$ cat config.mk
export PLATFORM = sky130hd
export DESIGN_NAME = onewire_bus_master
export DESIGN_NICKNAME = d
export VERILOG_FILES = /design/src/hdl/owm_pkg.sv /design/src/hdl/owm_step.sv /design/src/hdl/onewire_bus_master.sv
export SDC_FILE = /design/constraint.sdc
export NUM_CORES = 1
export LEC_CHECK = 0
export ABC_AREA = 0
export BUFFER_PORTS_ARGS = -buffer_cell sky130_fd_sc_hd__buf_2
export CAP_MARGIN = 15
export CORE_MARGIN = 4
export CORE_UTILIZATION = 60
export DETAILED_ROUTE_END_ITERATION = 8
export PLACE_DENSITY = 0.82
export SETUP_SLACK_MARGIN = 0.5
export SYNTH_ARGS = -nofsm -noshare
export SYNTH_HDL_FRONTEND = slang
export SYNTH_SLANG_ARGS = --single-unit
$ cat constraint.sdc
create_clock -name aclk -period 6.83 [get_ports aclk]
set_input_delay 0.3415 -clock aclk [delete_from_list [all_inputs] [get_ports aclk]]
set_output_delay 0.3415 -clock aclk [all_outputs]
set_load 0.01 [all_outputs]
$ cat src/hdl/owm_pkg.sv
// Package with the shared types, codes and timing constants of the 1-Wire bus master.
`timescale 1ns / 1ps
package owm_pkg;

    // Request kinds on the input channel; operation codes reuse them.
    localparam logic [2:0] REQ_TICK  = 3'd0;
    localparam logic [2:0] REQ_RESET = 3'd1;
    localparam logic [2:0] REQ_WBYTE = 3'd2;
    localparam logic [2:0] REQ_RBYTE = 3'd3;
    localparam logic [2:0] REQ_WBIT  = 3'd4;
    localparam logic [2:0] REQ_RBIT  = 3'd5;
    localparam logic [2:0] OP_IDLE   = 3'd0;

    // Slot phases.
    localparam logic [1:0] PH_LOW   = 2'd0;
    localparam logic [1:0] PH_REL1  = 2'd1;
    localparam logic [1:0] PH_REL2  = 2'd2;

    // Slot timings in microseconds.
    localparam logic [8:0] T_RST_LOW   = 9'd480;
    localparam logic [8:0] T_RST_SMP   = 9'd70;
    localparam logic [8:0] T_RST_REST  = 9'd410;
    localparam logic [8:0] T_W1_LOW    = 9'd6;
    localparam logic [8:0] T_W1_REL    = 9'd64;
    localparam logic [8:0] T_W0_LOW    = 9'd60;
    localparam logic [8:0] T_W0_REL    = 9'd10;
    localparam logic [8:0] T_RD_LOW    = 9'd2;
    localparam logic [8:0] T_RD_SMP    = 9'd10;
    localparam logic [8:0] T_RD_REST   = 9'd50;

    localparam logic [7:0] CPU_RESET   = 8'd72;

    // Bit positions of the result fields in m_tdata.
    localparam int unsigned OUT_DRIVE  = 0;
    localparam int unsigned OUT_BUSY   = 1;
    localparam int unsigned OUT_DONE   = 2;
    localparam int unsigned OUT_RD_LSB = 3;
    localparam int unsigned OUT_PRES   = 11;
    localparam int unsigned OUT_REJ    = 12;

    typedef struct packed {
        logic [2:0] op;
        logic [1:0] phase;
        logic [8:0] us_cnt;
        logic [7:0] pre_cnt;
        logic [3:0] bit_pos;
        logic [7:0] shift;
        logic       pres_seen;
    } owm_state_t;

    typedef struct packed {
        logic [2:0] req_type;
        logic [7:0] write_data;
        logic       bus_level;
    } owm_item_t;

    typedef struct packed {
        logic       rejected;
        logic       presence;
        logic [7:0] read_data;
        logic       done_res;
        logic       busy_res;
        logic       drive_low;
    } owm_result_t;

    // Length of the current phase in microseconds.
    function automatic logic [8:0] phase_length(input owm_state_t st);
        logic b;
        b = st.shift[0];
        case (st.op)
            REQ_RESET: phase_length = (st.phase == PH_LOW)  ? T_RST_LOW :
                                      (st.phase == PH_REL1) ? T_RST_SMP : T_RST_REST;
            REQ_WBYTE, REQ_WBIT: begin
                if (st.phase == PH_LOW) begin
                    phase_length = b ? T_W1_LOW : T_W0_LOW;
                end else begin
                    phase_length = b ? T_W1_REL : T_W0_REL;
                end
            end
            default: phase_length = (st.phase == PH_LOW)  ? T_RD_LOW :
                                    (st.phase == PH_REL1) ? T_RD_SMP : T_RD_REST;
        endcase
    endfunction

endpackage

$ cat src/hdl/owm_step.sv
// Next-state and result logic for one request of the 1-Wire bus master.
`timescale 1ns / 1ps
module owm_step (
    input  owm_pkg::owm_state_t  cur,
    input  owm_pkg::owm_item_t   item,
    input  logic [7:0]           cycles_per_us,
    output owm_pkg::owm_state_t  nxt,
    output owm_pkg::owm_result_t res
);
    import owm_pkg::*;

    logic       is_cmd;
    logic [7:0] cpu;
    logic [7:0] pre_inc;
    logic [8:0] us_inc;
    logic [8:0] plen;
    logic [3:0] bit_inc;
    logic [3:0] nbits;
    logic       is_read;
    logic       is_write;
    logic       done;
    logic [7:0] rdata;
    logic       pres;
    logic       rej;

    always_comb begin
        is_cmd   = (item.req_type == REQ_RESET) || (item.req_type == REQ_WBYTE) ||
                   (item.req_type == REQ_RBYTE) || (item.req_type == REQ_WBIT)  ||
                   (item.req_type == REQ_RBIT);
        cpu      = (cycles_per_us == 8'd0) ? 8'd1 : cycles_per_us;
        pre_inc  = cur.pre_cnt + 8'd1;
        us_inc   = cur.us_cnt + 9'd1;
        plen     = phase_length(cur);
        bit_inc  = cur.bit_pos + 4'd1;
        is_read  = (cur.op == REQ_RBYTE) || (cur.op == REQ_RBIT);
        is_write = (cur.op == REQ_WBYTE) || (cur.op == REQ_WBIT);
        nbits    = ((cur.op == REQ_WBYTE) || (cur.op == REQ_RBYTE)) ? 4'd8 : 4'd1;

        nxt   = cur;
        done  = 1'b0;
        rdata = 8'd0;
        pres  = 1'b0;
        rej   = 1'b0;

        if (is_cmd) begin
            if (cur.op != OP_IDLE) begin
                rej = 1'b1;
            end else begin
                nxt.op        = item.req_type;
                nxt.phase     = PH_LOW;
                nxt.us_cnt    = 9'd0;
                nxt.pre_cnt   = 8'd0;
                nxt.bit_pos   = 4'd0;
                nxt.pres_seen = 1'b0;
                nxt.shift     = (item.req_type == REQ_WBIT)  ? {7'd0, item.write_data[0]} :
                                (item.req_type == REQ_WBYTE) ? item.write_data : 8'd0;
            end
        end else if ((item.req_type == REQ_TICK) && (cur.op != OP_IDLE)) begin
            if (pre_inc < cpu) begin
                nxt.pre_cnt = pre_inc;
            end else begin
                nxt.pre_cnt = 8'd0;
                if (us_inc < plen) begin
                    nxt.us_cnt = us_inc;
                end else begin
                    nxt.us_cnt = 9'd0;
                    if (cur.phase == PH_LOW) begin
                        nxt.phase = PH_REL1;
                    end else if (cur.op == REQ_RESET) begin
                        if (cur.phase == PH_REL1) begin
                            nxt.pres_seen = ~item.bus_level;
                            nxt.phase     = PH_REL2;
                        end else begin
                            nxt.op    = OP_IDLE;
                            nxt.phase = PH_LOW;
                            done      = 1'b1;
                            pres      = cur.pres_seen;
                        end
                    end else if (is_read && (cur.phase == PH_REL1)) begin
                        // Sample on the tick that closes the first release part.
                        if (cur.op == REQ_RBIT) begin
                            nxt.shift = {7'd0, item.bus_level};
                        end else begin
                            nxt.shift = {item.bus_level, cur.shift[7:1]};
                        end
                        nxt.phase = PH_REL2;
                    end else begin
                        // End of one bit slot.
                        if (is_write) begin
                            nxt.shift = {1'b0, cur.shift[7:1]};
                        end
                        nxt.bit_pos = bit_inc;
                        nxt.phase   = PH_LOW;
                        if (bit_inc >= nbits) begin
                            rdata  = is_read ? cur.shift : 8'd0;
                            nxt.op = OP_IDLE;
                            done   = 1'b1;
                        end
                    end
                end
            end
        end

        res.drive_low = (nxt.op != OP_IDLE) && (nxt.phase == PH_LOW);
        res.busy_res  = (nxt.op != OP_IDLE);
        res.done_res  = done;
        res.read_data = rdata;
        res.presence  = pres;
        res.rejected  = rej;
    end

endmodule

$ cat src/hdl/onewire_bus_master.sv
// Top level of the 1-Wire bus master: request register, sequencer state and result register.
`timescale 1ns / 1ps
//
//  Channel   Direction  Handshake            Contents
//  s_        in         s_tvalid/s_tready    tick with bus level, or a command
//  m_        out        m_tvalid/m_tready    status and data, one per request
//  cfg_      in         cfg_valid/cfg_ready  cycles_per_us prescaler
//
//  A request is taken every cycle while the result side keeps up; its result
//  passes through the request register, then the result register, before it
//  is offered.
//  The sequencer state is updated in the same cycle the result register loads.
//  A stall on m_tready holds the result and the request register, and s_tready
//  drops only when both are full. Reset clears the sequencer to idle and sets
//  cycles_per_us to 72.
//
module onewire_bus_master (
    input  logic        aclk,
    input  logic        aresetn,
    // Requests.
    input  logic        s_tvalid,
    output logic        s_tready,
    input  logic [15:0] s_tdata,   // [7:0] write_data, [8] bus_level, [15:9] zero
    input  logic [2:0]  s_tuser,   // [2:0] req_type
    // Results.
    output logic        m_tvalid,
    input  logic        m_tready,
    output logic [15:0] m_tdata,   // [0] drive_low, [1] busy_res, [2] done_res,
                                   // [10:3] read_data, [11] presence, [12] rejected,
                                   // [15:13] zero
    // Prescaler setting.
    input  logic        cfg_valid,
    output logic        cfg_ready,
    input  logic [7:0]  cfg_data
);
    import owm_pkg::*;

    logic        in_valid_reg;
    owm_item_t   in_item_reg;
    logic        out_valid_reg;
    owm_result_t out_res_reg;
    owm_state_t  state_reg;
    owm_state_t  state_next;
    owm_result_t res_next;
    logic [7:0]  cpu_reg;
    logic        advance;

    // The request register moves into the result register whenever that
    // register is empty or being drained this cycle.
    assign advance   = in_valid_reg && (!out_valid_reg || m_tready);
    assign s_tready  = !in_valid_reg || advance;
    assign cfg_ready = 1'b1;

    always_ff @(posedge aclk) begin
        if (!aresetn) begin
            cpu_reg <= CPU_RESET;
        end else if (cfg_valid && cfg_ready) begin
            cpu_reg <= cfg_data;
        end
    end

    always_ff @(posedge aclk) begin
        if (!aresetn) begin
            in_valid_reg <= 1'b0;
        end else if (s_tready) begin
            in_valid_reg <= s_tvalid;
        end
    end

    always_ff @(posedge aclk) begin
        if (s_tready && s_tvalid) begin
            in_item_reg.req_type   <= s_tuser;
            in_item_reg.write_data <= s_tdata[7:0];
            in_item_reg.bus_level  <= s_tdata[8];
        end
    end

    owm_step u_step (
        .cur           (state_reg),
        .item          (in_item_reg),
        .cycles_per_us (cpu_reg),
        .nxt           (state_next),
        .res           (res_next)
    );

    // Sequencer state changes only when a request is actually processed.
    always_ff @(posedge aclk) begin
        if (!aresetn) begin
            state_reg <= '0;
        end else if (advance) begin
            state_reg <= state_next;
        end
    end

    always_ff @(posedge aclk) begin
        if (!aresetn) begin
            out_valid_reg <= 1'b0;
        end else if (advance) begin
            out_valid_reg <= 1'b1;
        end else if (m_tready) begin
            out_valid_reg <= 1'b0;
        end
    end

    always_ff @(posedge aclk) begin
        if (advance) begin
            out_res_reg <= res_next;
        end
    end

    assign m_tvalid = out_valid_reg;
    assign m_tdata  = {3'd0, out_res_reg.rejected, out_res_reg.presence,
                       out_res_reg.read_data, out_res_reg.done_res,
                       out_res_reg.busy_res, out_res_reg.drive_low};

endmodule

# [After elaboration in Yosys (flattened, before gate mapping)]
# Index checks and enable logic that the tools add are counted.
# Widths: inputs -> output; s select.
[totals] register_bits=70 input_bits=32
[classes] n_bitwise=5 eq_ne=17 n_reduce_logical=36 magnitude_cmp=3 muxes=44 add_sub_neg=3
[op_table] cell="$mux 35" count=3
[op_table] cell="$mux 8" count=7
[op_table] cell="$mux 9" count=5
[op_table] cell="$mux 13" count=3
[op_table] cell="$reduce_and 8->1" count=3
[op_table] cell="$pmux 9 s2" count=1
[op_table] cell="$mux 14" count=1
[op_table] cell="$eq 3x2->1 const B" count=4
[op_table] cell="$eq 3x3->1 const B" count=4
[op_table] cell="$mux 12" count=1
[op_table] cell="$mux 3" count=4
[op_table] cell="$mux 6" count=2
[op_table] cell="$mux 5" count=2
[op_table] cell="$ne 2x1->1 const B" count=5
[op_table] cell="$add 9x1->9 const B" count=1
[op_table] cell="$logic_or 1x1->1" count=9
[op_table] cell="$lt 9x9->1" count=1
[op_table] cell="$mux 1" count=9
[op_table] cell="$reduce_bool 3->1" count=3
[op_table] cell="$reduce_or 9->1" count=1
[op_table] cell="$add 8x1->8 const B" count=1
[op_table] cell="$logic_not 8->1" count=1
[op_table] cell="$lt 8x8->1" count=1
[op_table] cell="$mux 4" count=2
[op_table] cell="other kinds (18)" count=34

# [Logic depth before layout (Yosys ltp)]
# Gate-level depths: netlist of the first run.
[logic_depth] ltp_word=14 depth_mapped=13

# [By module]
# A second synthesis of the first run with hierarchy kept.
[unflattened] cells_unflattened=530 hier_area_um2=4708.3
[by_module_without_submodules] module="onewire_bus_master" n_inst=1 area_each_um2=2575.0 cells_per_inst=218
[by_module_without_submodules] module="owm_step" n_inst=1 area_each_um2=2133.3 cells_per_inst=312

# [Worst setup path after synthesis of the first run]
# Ideal clock, no wire load.
[synth_timing] kind="reg2reg" startpoint="register state_reg[15] (netlist bit)" endpoint="register out_res_reg, in the netlist m_tdata[0] (data pin)" t_arrival_ns=2.707 path_buffers=1 setup_ns=0.261 path_slack_ns=3.862 path_stages_with_launch=13 required_time_ns=6.569 path_cell_list="dfxtp_1 > and3_1 > and3_1 > nand3_1 > xnor2_1 > ha_1 > nand2_1 > nor2_1 > a211oi_1 > and2_1 > buf_2 > nor3_2 > o311a_1"
[synth_rtl] element="start, declared" line="onewire_bus_master.sv:42" text="owm_state_t state_reg;"
[synth_rtl] element="start signal, assigned" line="onewire_bus_master.sv:91" text="state_reg <= state_next;"
[synth_rtl] element="end signal, assigned" line="onewire_bus_master.sv:107" text="out_res_reg <= res_next;"
[synth_rtl] element="end, declared" line="onewire_bus_master.sv:41" text="owm_result_t out_res_reg;"

==> metrics, run 1 <==
Comb pwr share=10.1%; sw frac=25.3%; Post-CTS Setup Bufs=0; vias in the first global route=3082; initial cell density of the core=62.9%; Final Cell Area=4460 um^2; Yosys Warn Count=0; post-synthesis sequential area ratio=40.5%; HPWL after detailed placement=6.08 mm; final setup vio count=0; RSZ-0062 raised after global routing=false; Critical Path Source Type=flop; fin crit period=3.56 ns; Fmax achieved=0.281 GHz; internal power=0.646 mW; DR pass1 iterations=5; Clock transition at path regs=0.07 ns; via count=3283; Clk Latency, worst-skew pair=0.35 ns; CTS Buf Count=9; Hold WC Path Type=primary input to flop; row count=29; Primary FF master, synth=dfxtp_1; I/O pins=51; net switching power=0.218 mW; CTS-repair resized insts=0; slew margin rel.=33.9%; largest buffer count on any clock path=2; antenna viol nets, final=0; antenna violations before repair=0; Mapped Area=4080 um^2; status=completed; Worst VDD drop=0.168 mV; layout cell share with drive strength beyond 1=16.7%; post-layout util=68.6%; final slew viol count=0; most frequent cells in the layout=nand2_1, dfxtp_1, buf_2, nand3_1, edfxtp_1; total grt overflow=0; Avg WL per Cell=15.5 um; width of the die=90.5 um; Reg power frac=52.5%; # DRC=0; Max H-tree Level=3; number of flops mapped to enable cells by yosys=25; Sum Neg Setup Slack=0 ns; worst slew pin tran=0.991 ns; initial drt markers=215; hold slack final=0.165 ns; core area=6490 um^2; power density cells=194 nW/um^2; CP max FO=8; CP Capture Type=flop; placed insts=528; first-pass GRT wire length=14.3 mm; Synth Register Bits=70; CTS Sinks=70; GRT Util Overall=21.2%; post-route clock period utilization=52.1%; most common cell after layout, fill and taps aside=nand2_1; fin cells=544; CP Class=flop to flop; CTS Hold Bufs=0; Area Overhead vs Synth=9.13%; fin nets=515; Die Area=8190 um^2; Post-Route WL=8.41 mm; Mapped Avg Cell Area=9.43 um^2; arrival time of the worst setup path=3.65 ns; CTS root buf=clkbuf_8; Placer Congestion=0.951; Async S/R FF share, synth=0%; max reg flops=35; Synth cell types=64; clock power share=37.4%; port bufs=39; Data required, critical path=6.93 ns; CTS tree=built; ant diodes=0; DR vias/cell=6.03; skew final=0.0119 ns; Synth Instances=433; max cap viols=0; Die H=90.5 um; leakage=1.83 nW; Hold Vio Cnt, Final=0; area post-placement=4270 um^2; largest net degree at the start of global routing=62
-- path summary, 6_finish.rpt --
check,startpoint,to,slack [ns],cells past startpoint
hold / removal,s_tdata[8],in_item_reg[0]$_DFFE_PP_,0.17,1
setup reg to reg,state_reg[15]$_SDFFE_PN0P_,m_tdata[0]$_DFFE_PP_,3.27,11
hold reg to reg,state_reg[0]$_SDFFE_PN0P_,state_reg[0]$_SDFFE_PN0P_,0.48,2
setup / recovery,state_reg[15]$_SDFFE_PN0P_,m_tdata[0]$_DFFE_PP_,3.27,11
-- through the flow --
step | setup WS [ns] | total power [mW]
floorplan | 3.86 | 0.528
global placement | 3.36 | 0.547
detailed placement | 3.30 | 0.550
CTS | 3.25 | 0.869
global route | 2.99 | 0.902
finish | 3.27 | 0.865
-- area by class of cell --
cell class	instances	area, um^2
inverter	13	48.8
tap	77	96.3
clock inverter	6	61.3
clock buffer	10	128
sequential	70	1650
timing repair buffer	39	195
fill	527	2040
multi-input combinational	329	2270
-- power by group through the flow --
stage                     Clock, mW  Combinational (mW)  Sequential (mW)
final                         0.323              0.0870            0.454
after global routing          0.351              0.0961            0.456
after CTS                     0.329              0.0867            0.454
after detailed placement          0              0.0864            0.463
after global placement            0              0.0837            0.463
after floorplan                   0              0.0664            0.461
-- Yosys cell counts, drive strengths merged, types with 13 or more instances --
master	count	area share (%)
nand2	56	5.3
dfxtp	45	22
nand3	26	3.2
edfxtp	25	18
ha	21	6.4
nor2	20	1.8
and2	18	2.8
mux2i	18	4.4
nor2b	17	2.6
clkbuf	13	1.2
-- layer usage --
layer	vias to the layer above	GRT usage [%]	share of wire, %
met5	-	0	0
met4	0	10.3	1.7
met3	16	3.67	6.2
met2	106	33.3	46
met1	1535	28.1	46
li1	1626	-	-
-- logic make-up after synthesis --
logic type | share of synthesized area, %
fa+ha+maj | 6.68
mux | 4.41
xor+xnor | 2.97
other cells | 0.184
buf+inv | 4.01
flops | 40.5
simple gates | 24.2
compound gates | 17.1
-- critical path, stage by stage, from the launching register on --
cell and delay (ns):
dfxtp_1 0.41, and3_1 0.26, and3_1 0.26, nand3_1 0.11, xnor2_1 0.24, ha_1 0.29
nand2_1 0.09, nor2_1 0.05, a211oi_1 0.71, and2_1 0.45, nor3_2 0.13, o311a_1 0.31
No activity file was read; power rests on OpenSTA's default activity.
==> run 2: changes to the inputs <==
ABC_AREA = 1   (was 0)
CORE_UTILIZATION = 53   (was 60)
PLACE_DENSITY = 0.77   (was 0.82)
clock period = 3.1 ns   (was 6.83 ns; I/O delays follow)
==> run 2 against run 1 <==
Compared with the run above:
- global-route usage shrank 0.49 points
- largest power group unchanged
- non-clock buffer count grew 31
- register-to-register slack lost 2.9 ns
- area after synthesis shrank 1.9%
==> metrics, run 2 <==
Worst VDD drop=0.296 mV; most common cell after layout, fill and taps aside=nand2_1; Avg WL per Cell=13.6 um; CP max FO=8; antenna violations before repair=0; status=completed; Cell Chain, Critical Path=ha_4 -> nand3_4 -> nor3b_2 -> nand2_1 -> xnor2_2 -> ha_1 -> nand2_2 -> nor2_1 -> a211oi_2 -> nand2_4 -> nand2_1 -> nand2_1 -> nand3_4 -> inv_6 -> nor2_1 -> nor2_1; largest buffer count on any clock path=2; HP Start=cfg_data[3]; share of the synthesized area in the top cell type=22.5%; initial cell density of the core=54.9%; CP Capture Type=flop; FILL cells=633; HPWL after detailed placement=6.05 mm; post-synthesis sequential area ratio=41.2%; Worst path slowest cell=dfxtp_2; Die H=94.9 um; Clk Latency, worst-skew pair=0.34 ns; fin crit period=2.68 ns; Hold WC Path Type=primary input to flop; GRT Util Overall=20.7%; initial drt markers=339; power density cells=429 nW/um^2; Placer Congestion=0.885; width of the die=94.9 um; GR Layer Usage met2=33.9%; core area=7290 um^2; Worst Hold Endpoint=cpu_reg[3]$_SDFFE_PN1P_; Synth area leader=dfxtp_1; post-layout util=68.0%; CTS Sinks=70; DR pass1 iterations=4; hold slack final=0.0380 ns; Area Overhead vs Synth=23.8%; CP Class=flop to flop; number of flops mapped to enable cells by yosys=25; Largest delay share family, worst path=simple AND/OR/NAND/NOR gates; Mapped Area=4010 um^2; worst r2r dst=state_reg[12]$_SDFFE_PN0P_; synth top area cells=dfxtp_1, edfxtp_1, nand2_1; port bufs=39; Post-Route WL=9.01 mm; Async S/R FF share, synth=0%; max cap viols=0; largest net degree at the start of global routing=26; Sum Neg Setup Slack=0 ns; # DRC=0; Die Area=9010 um^2; fin nets=609; Hold Vio Cnt, Final=0; layout cell share with drive strength beyond 1=30.5%; total grt overflow=0; Design Power=2.13 mW; Data required, critical path=3.33 ns; vias in the first global route=3146; Clock transition at path regs=0.07 ns; met3 Use GR=4.78%; FF-to-FF setup slack=0.42 ns; ant diodes=0; gr busiest metal=met2; post-route clock period utilization=86.4%; final setup vio count=0; most frequent cells in the layout=nand2_1, inv_1, nor2_1, a21oi_1, buf_2; Yosys Warn Count=0; Critical Path Source Type=flop; final slew viol count=0; antenna viol nets, final=0; max reg flops=35; CTS tree=built; hold path depth=3; Synth Instances=486; footprint of the multi-input gates=2210 um^2; worst r2r path cells=16; register area=1670 um^2; Worst Path Buf+Inv=1; top-count cell post-synth=nand2_1; Primary FF master, synth=dfxtp_1; row count=31; commonest cells in the netlist=nand2_1, inv_1, nor2_1, dfxtp_1, a21oi_1; Synth cell types=48; first-pass GRT wire length=14.4 mm; leakage=2.14 nW; Reg2Reg Launch Point=state_reg[22]$_SDFFE_PN0P_; crit-path max cell delay=0.37 ns; RSZ-0062 raised after global routing=true; arrival time of the worst setup path=2.91 ns; CTS root buf=clkbuf_8; Mapped Avg Cell Area=8.24 um^2; Fmax achieved=0.373 GHz; via count=3456; skew final=0.0102 ns; Max H-tree Level=3; DR vias/cell=5.24; CTS Buf Count=9; met1 Track Usage GR=26.4%; I/O pins=51; Synth Register Bits=70
[run 2: per-stage QoR]
| stage | std cells | setup WS (ns) | area [um^2] |
|---|---|---|---|
| after floorplan | 488 | 0.495 | 4090 |
| after global routing | 660 | 0.293 | 4960 |
| after global placement | 614 | 0.295 | 4320 |
| final | 660 | 0.421 | 4960 |
| after CTS | 656 | 0.463 | 4860 |
| after detailed placement | 614 | 0.267 | 4320 |
[run 2: kinds of logic after synthesis]
| group | share of synthesized area, % |
|---|---|
| AO/OA/AOI/OAI | 13.6 |
| XOR/XNOR | 3.06 |
| adder cells (fa/ha/maj) | 6.56 |
| buffers and inverters | 9.28 |
| flip-flops | 41.2 |
| other | 0.187 |
| AND/OR/NAND/NOR | 26.0 |
[run 2: area by class of cell]
type                       count  area share, %
clock buffer                   9           2.50
clock inverter                 7           1.79
inverter                      67           5.42
multi-input combinational    338           44.7
sequential                    70           33.7
tap                           99           2.50
timing repair buffer          70           9.46
[run 2: power by group]
part | switching (mW) | internal [mW] | leakage, nW
logic | 0.210 | 0.118 | 1.41
clock network | 0.338 | 0.448 | 0.113
registers | 0.0258 | 0.988 | 0.617
total | 0.575 | 1.55 | 2.14
[run 2: worst reg2reg max path, stage by stage (launching register included)]
cell      delay (ns)
dfxtp_2         0.37
ha_4            0.15
nand3_4         0.08
nor3b_2         0.23
nand2_1         0.12
xnor2_2         0.15
ha_1            0.32
nand2_2         0.09
nor2_1          0.05
a211oi_2        0.25
nand2_4         0.17
nand2_1         0.10
nand2_1         0.10
nand3_4         0.14
inv_6           0.06
nor2_1          0.12
nor2_1          0.06
[run 2: repair_timing]
item,4_1_cts,5_1_grt
hold endpoints to repair,12,0
hold buffers,12,0
buffers inserted,12,4
gates cloned,2,0
pin swaps,24,12
gates resized for setup,27,23
setup endpoints to repair,36,42
[run 2: worst max path at each step]
| stage | startpoint | slack (ns) | depth (start not counted) | endpoint |
|---|---|---|---|---|
| after floorplan | state_reg[13]$_SDFFE_PN0P_ | 0.50 | 19 | state_reg[9]$_SDFFE_PN0P_ |
| after global placement | state_reg[23]$_SDFFE_PN0P_ | 0.29 | 13 | m_tdata[3]$_SDFFCE_PP0P_ |
| after CTS | state_reg[14]$_SDFFE_PN0P_ | 0.46 | 19 | state_reg[12]$_SDFFE_PN0P_ |
| after detailed placement | state_reg[13]$_SDFFE_PN0P_ | 0.27 | 18 | state_reg[10]$_SDFFE_PN0P_ |
| after global routing | state_reg[14]$_SDFFE_PN0P_ | 0.29 | 16 | m_tdata[1]$_DFFE_PP_ |
| final | state_reg[22]$_SDFFE_PN0P_ | 0.42 | 16 | state_reg[12]$_SDFFE_PN0P_ |
[run 2: layer usage]
layer,wire (um),vias to the layer above
li1,-,1745
met4,143,0
met2,4480,109
met3,448,10
met5,0,-
met1,3940,1592
